## src/rtl/cmwc_pkg.sv

```systemverilog
`timescale 1ns / 1ps

package cmwc_pkg;

    localparam int WORD_W  = 32;
    localparam int CARRY_W = 19;
    localparam int PROD_W  = 47;   // 18782 * (2^32 - 1) + 2^19 stays below 2^47
    localparam int MULT_W  = 15;

    localparam logic [WORD_W-1:0]  GOLDEN_STEP     = 32'h9e37_79b9;
    localparam logic [MULT_W-1:0]  MULTIPLIER      = 15'd18782;
    localparam logic [WORD_W-1:0]  COMPLEMENT_BASE = 32'hffff_fffe;
    localparam logic [CARRY_W-1:0] CARRY_RESET     = 19'd362436;

    typedef enum logic [1:0] {
        OP_ADD,      // a + b + c[0]
        OP_MIX,      // a ^ b ^ c ^ golden step
        OP_MULADD,   // multiplier * a + b
        OP_COMPL     // complement base - a - c[0]
    } t_alu_op;

    typedef struct packed {
        t_alu_op           op;
        logic [WORD_W-1:0] a;
        logic [WORD_W-1:0] b;
        logic [WORD_W-1:0] c;
    } t_alu_req;

endpackage

```

## src/rtl/cmwc_alu.sv

```systemverilog
`timescale 1ns / 1ps

module cmwc_alu (
    input  cmwc_pkg::t_alu_req                i_req,
    output logic [cmwc_pkg::PROD_W-1:0]       o_result
);
    import cmwc_pkg::*;

    always_comb begin
        unique case (i_req.op)
            OP_ADD: begin
                o_result = PROD_W'(i_req.a) + PROD_W'(i_req.b) + PROD_W'(i_req.c[0]);
            end
            OP_MIX: begin
                o_result = PROD_W'(i_req.a ^ i_req.b ^ i_req.c ^ GOLDEN_STEP);
            end
            OP_MULADD: begin
                o_result = PROD_W'(MULTIPLIER) * PROD_W'(i_req.a) + PROD_W'(i_req.b);
            end
            OP_COMPL: begin
                o_result = PROD_W'(COMPLEMENT_BASE - i_req.a - WORD_W'(i_req.c[0]));
            end
            default: begin
                o_result = '0;
            end
        endcase
    end

endmodule

```

## config.mk

```make
export PLATFORM = sky130hd
export DESIGN_NAME = cmwc_alu
export DESIGN_NICKNAME = d
export VERILOG_FILES = /design/src/rtl/cmwc_pkg.sv /design/src/rtl/cmwc_alu.sv
export SDC_FILE = /design/constraint.sdc
export NUM_CORES = 1
export LEC_CHECK = 0
export BUFFER_PORTS_ARGS = -buffer_cell sky130_fd_sc_hd__buf_4
export CORE_MARGIN = 2
export CORE_UTILIZATION = 45
export DETAILED_ROUTE_END_ITERATION = 8
export SYNTH_ARGS = -nofsm -noshare
export SYNTH_HDL_FRONTEND = slang
export SYNTH_SLANG_ARGS = --single-unit
export TNS_END_PERCENT = 1
```

## constraint.sdc

```tcl
create_clock -name vclk -period 10.15
set_input_delay 0.5075 -clock vclk [all_inputs]
set_output_delay 0.5075 -clock vclk [all_outputs]
set_load 0.01 [all_outputs]
```

* After elaboration in Yosys (flattened, before gate mapping)
Cells that the tools add are included.
** Cells by class
- Add/sub/neg operators :: 5
- Multiply operators :: 1
- Divide/modulo/power cells :: 0
- Order comparisons :: 0
- Equality and inequality tests :: 3
- Shift operators :: 0
- Multiplexer cells :: 1
- Bitwise operators :: 3
- Reductions and logical operators :: 1
** Operators with widths (count)
- $pmux 47 s4 :: 1
- $xor 32x32->32 :: 2
- $add 47x32->47 :: 1
- $mul 14x32->46 const A :: 1
- $add 33x1->34 :: 1
- $sub 33x2->34 :: 1
- $add 32x32->33 :: 1
- $sub 32x32->33 const A :: 1
- $not 20->20 :: 1
- $eq 2x2->1 const B :: 2
- $eq 2x1->1 const B :: 1
- $logic_not 2->1 :: 1
** Word-level totals
- Flip-flop bits (word level) :: 0
- Latch bits :: 0
- RAM bits :: 0
- Bits in read-only memories :: 0
- Output and inout port bits :: 47
- Word-level logic and storage cells :: 14
- Memories :: 0

* Depth between registers and ports, before layout
- Depth in word-level cells :: 4
- Gate-level depth with buffers :: 35
- Depth with buffers taken out :: 34

* Least setup slack after synthesis
Ideal clock, no wire load.
- Path kind :: input to output
- Start point :: input port i_req[72] (netlist name)
- End point :: output port o_result[42] (netlist name)
- Data arrival time :: 7.504 ns
- Setup slack :: 2.139 ns
- Stages on the path :: 33
- Path buffers :: 0
- Cells stage by stage :: ha_1 inv_1 fa_1 inv_1 fa_1 inv_1 fa_1 inv_1 fa_1 inv_1 fa_1 inv_1 ha_1 nand4_1 o221ai_1 a31o_2 a221o_2 a21o_1 a21oi_1 o21a_1 o21ai_0 a21oi_1 xnor2_1 ha_1 and3_1 nand3_1 o211ai_1 o22a_1 and4_1 nand4_1 nor2_1 xnor2_1 o21ai_0
** On the way
- Cells in the longest elaborated chain, start to end :: 3
** Ends and longest elaborated chain
- start: declaration :: RTL line cmwc_alu.sv:4 : input cmwc_pkg::t_alu_req i_req,
- $mul 14x32->46 or $sub 32x32->33 (tied branches) :: RTL line cmwc_alu.sv:18, cmwc_alu.sv:21
- $add 47x32->47 or $sub 33x2->34 (tied branches) :: RTL line cmwc_alu.sv:18, cmwc_alu.sv:21
- $pmux 47 s4 * :: RTL line cmwc_alu.sv:10 : unique case (i_req.op)
- end: declaration :: RTL line cmwc_alu.sv:5 : output logic [cmwc_pkg::PROD_W-1:0] o_result
Every way passes the cells marked *; elsewhere a longest branch is shown, timed or not.

* Worst setup path in the final report
- Start point :: input port i_req[73] (netlist name)
- End point :: output port o_result[42] (netlist name)
Same word-level chain as after synthesis.

==> impl_results.md <==
- Area of the mapped netlist: 0.01494 mm^2
- Shortest clock period the worst path allows after layout: 8.913 ns
- Area Growth Syn to Fin: 9.725%
- Max Clk Rate: 112.2 MHz
- Transition time at the pin with the least slew margin: 0.8436 ns
- Router iterations before antenna repair: 5
- Vias/cell: 5.602
- Type of the setup path with the least slack: in -> out
- Die extent in x: 186.2 um
- Final hold violations: 0
- Initial cell density of the core: 45.79%
- Antenna violations before repair: 0
- Area fraction of the dominant cell type after synthesis: 23.96%
- Layout clock buffer count: 0
- Vert. Die Dim: 186.2 um
- Final HPWL from detailed placement: 41,270 um
- Synthesized netlist net count: 2,331
- Post-route clock period utilization: 87.81%
- Number of DRC violations after detailed-routing iteration 0: 694
- Post-synthesis instance total: 1,778
- M1 wire length: 21,840 um
- Arr. time, crit path: 8.41 ns
- Sequential area share after synthesis: 0%
- Synth Warn #: 0
- Area of the die: 0.03467 mm^2
- Final core utilization: 50.25%
- Count of instances resized after the clock tree is built: 0
- Count of hold buffers inserted by post-cts repair: 0
- Detail-routed net length per standard cell: 20.50 um
- Peak fanout along the critical path: 10
- Most frequent CP cell: sky130_fd_sc_hd__inv_1
- Worst max-slew margin expressed relative to the limit: 43.03%
- Count of final max-slew check failures: 0
- Most used cells in the layout excluding fill and tap cells: 312 x sky130_fd_sc_hd__inv_1, 286 x sky130_fd_sc_hd__ha_1, 169 x sky130_fd_sc_hd__fa_1
- Max Cap Viol: 0
- Largest net degree at the start of global routing: 58
- Final std cells w/o fill: 2,320
- Core Footprint: 0.03262 mm^2
- CP Capture Type: primary output
- Post-synthesis cell type count: 90
- Worst-case setup slack after placement: 1.269 ns
- Number of buffer cells added on primary ports: 145
- Residual antenna-violating net count after detailed routing: 0
- First-pass GRT wire length: 74,310 um
- Critical path's slowest cell: sky130_fd_sc_hd__fa_1
- Number of nets in the final layout: 2,433
- Total wirelength of the detailed-routed design: 47,570 um
- Met3 wire length: 2281 um
- Path category of the worst min-delay check: in -> out
- Average instance area after synthesis: 8.401 um^2
- Placed Cells: 2,320
- Slowest cell delay on critical path: 0.52 ns
- Setup slack of the critical path after layout: 1.237 ns
- Number of failing setup endpoints in the final timing report: 0
- Met2 wire length: 22,240 um
- GR Util All Layers: 27.82%
- Register area: 0 um^2
- Via count of the routed design: 13,000
- Setup total negative slack: 0 ns
- Sequential cells: 0
- Result of the run: finished, final reports clean
- IO Pins: 145
- Uppermost layer routed: met4
- Main area contributors after synthesis: sky130_fd_sc_hd__ha_1 24%, sky130_fd_sc_hd__fa_1 23%, sky130_fd_sc_hd__inv_1 7.8%
- Total congestion overflow: 0
- Setup bufs post-CTS: 0
- Cell accounting for the most synthesized area: sky130_fd_sc_hd__ha_1
- Vias in the first global route: 13,250
- Antenna diode count: 0
- Share of cells above drive strength 1: 10.70%
- Setup repair after global routing missed its margin: no
- Startpoint kind of the worst setup timing path: input pin
- Gpl congestion: 0.9636
- Standard-cell row count: 66
- Worst path required time: 9.64 ns
- Most common library cell in the layout ignoring fill and taps: sky130_fd_sc_hd__inv_1
- Number of design rule violations left after detail routing: 0
metal layers:
metal | vias up | global-route usage [%]
met5 | - | 0
met4 | 0 | 6.079
met3 | 49 | 2.005
met2 | 349 | 48.27
met1 | 6331 | 38.05
li1 | 6268 | -
path summary, 6_finish.rpt:
check / from / endpoint / cells past startpoint
setup / recovery: i_req[73] / o_result[42] / 35
hold / removal: i_req[29] / o_result[29] / 6
worst max-delay path, delay by kind of cell:
family | cells | cell delay [ns]
adders and majority gates | 8 | 3.54
AOI/OAI and AO/OA | 10 | 2.21
and+or+nand+nor | 7 | 1.32
buffers and inverters | 8 | 0.62
xor gates and xnor gates | 2 | 0.17
logic make-up after synthesis:
| group | Yosys count | share of synthesized area [%] |
|---|---|---|
| fa+ha+maj | 455 | 46.61 |
| mux | 22 | 2.915 |
| simple gates | 369 | 13.06 |
| buf+inv | 359 | 9.181 |
| xor+xnor | 195 | 11.43 |
| compound gates | 378 | 16.80 |
cells in the mapped netlist (4+ instances only):
library cell	number
sky130_fd_sc_hd__o41ai_1	4
sky130_fd_sc_hd__nand2_1	84
sky130_fd_sc_hd__nand2b_1	13
sky130_fd_sc_hd__clkbuf_1	30
sky130_fd_sc_hd__xor2_1	73
sky130_fd_sc_hd__mux4_2	17
sky130_fd_sc_hd__fa_1	169
sky130_fd_sc_hd__a31oi_1	14
sky130_fd_sc_hd__nand4_1	24
sky130_fd_sc_hd__and2_1	7
sky130_fd_sc_hd__a21o_1	52
sky130_fd_sc_hd__nor2_1	91
sky130_fd_sc_hd__xnor2_1	122
sky130_fd_sc_hd__nand3_1	34
sky130_fd_sc_hd__inv_1	312
sky130_fd_sc_hd__o21bai_1	10
sky130_fd_sc_hd__nor4_1	8
sky130_fd_sc_hd__o21ai_1	11
sky130_fd_sc_hd__and3_1	13
sky130_fd_sc_hd__and4_1	6
sky130_fd_sc_hd__nor3_1	28
sky130_fd_sc_hd__nor3b_1	5
sky130_fd_sc_hd__buf_2	9
sky130_fd_sc_hd__a211oi_1	13
sky130_fd_sc_hd__nor2b_1	20
sky130_fd_sc_hd__or3_1	9
sky130_fd_sc_hd__buf_1	4
sky130_fd_sc_hd__o21ai_0	68
sky130_fd_sc_hd__ha_1	286
sky130_fd_sc_hd__o211ai_1	11
sky130_fd_sc_hd__a21boi_0	4
sky130_fd_sc_hd__a31o_2	4
sky130_fd_sc_hd__a21oi_1	113
sky130_fd_sc_hd__o21a_1	22
cell type report:
type	count	area (um^2)
well taps	442	553.0
multi-input cells	1419	13570
repair buffers	146	1096
inverters	313	1175
fillers	3277	16230
metrics by stage:
stage	cell area, um^2	hold slack (ns)
2_1_floorplan	14940	1.283
6_report	16390	1.501
3_5_place_dp	16390	1.500
5_1_grt	16390	1.535
3_3_place_gp	16390	1.501
4_1_cts	16390	1.500
Power is left out: the tool's default activity adds up to more than one toggle a clock period on the data nets, which glitch-free logic cannot reach.
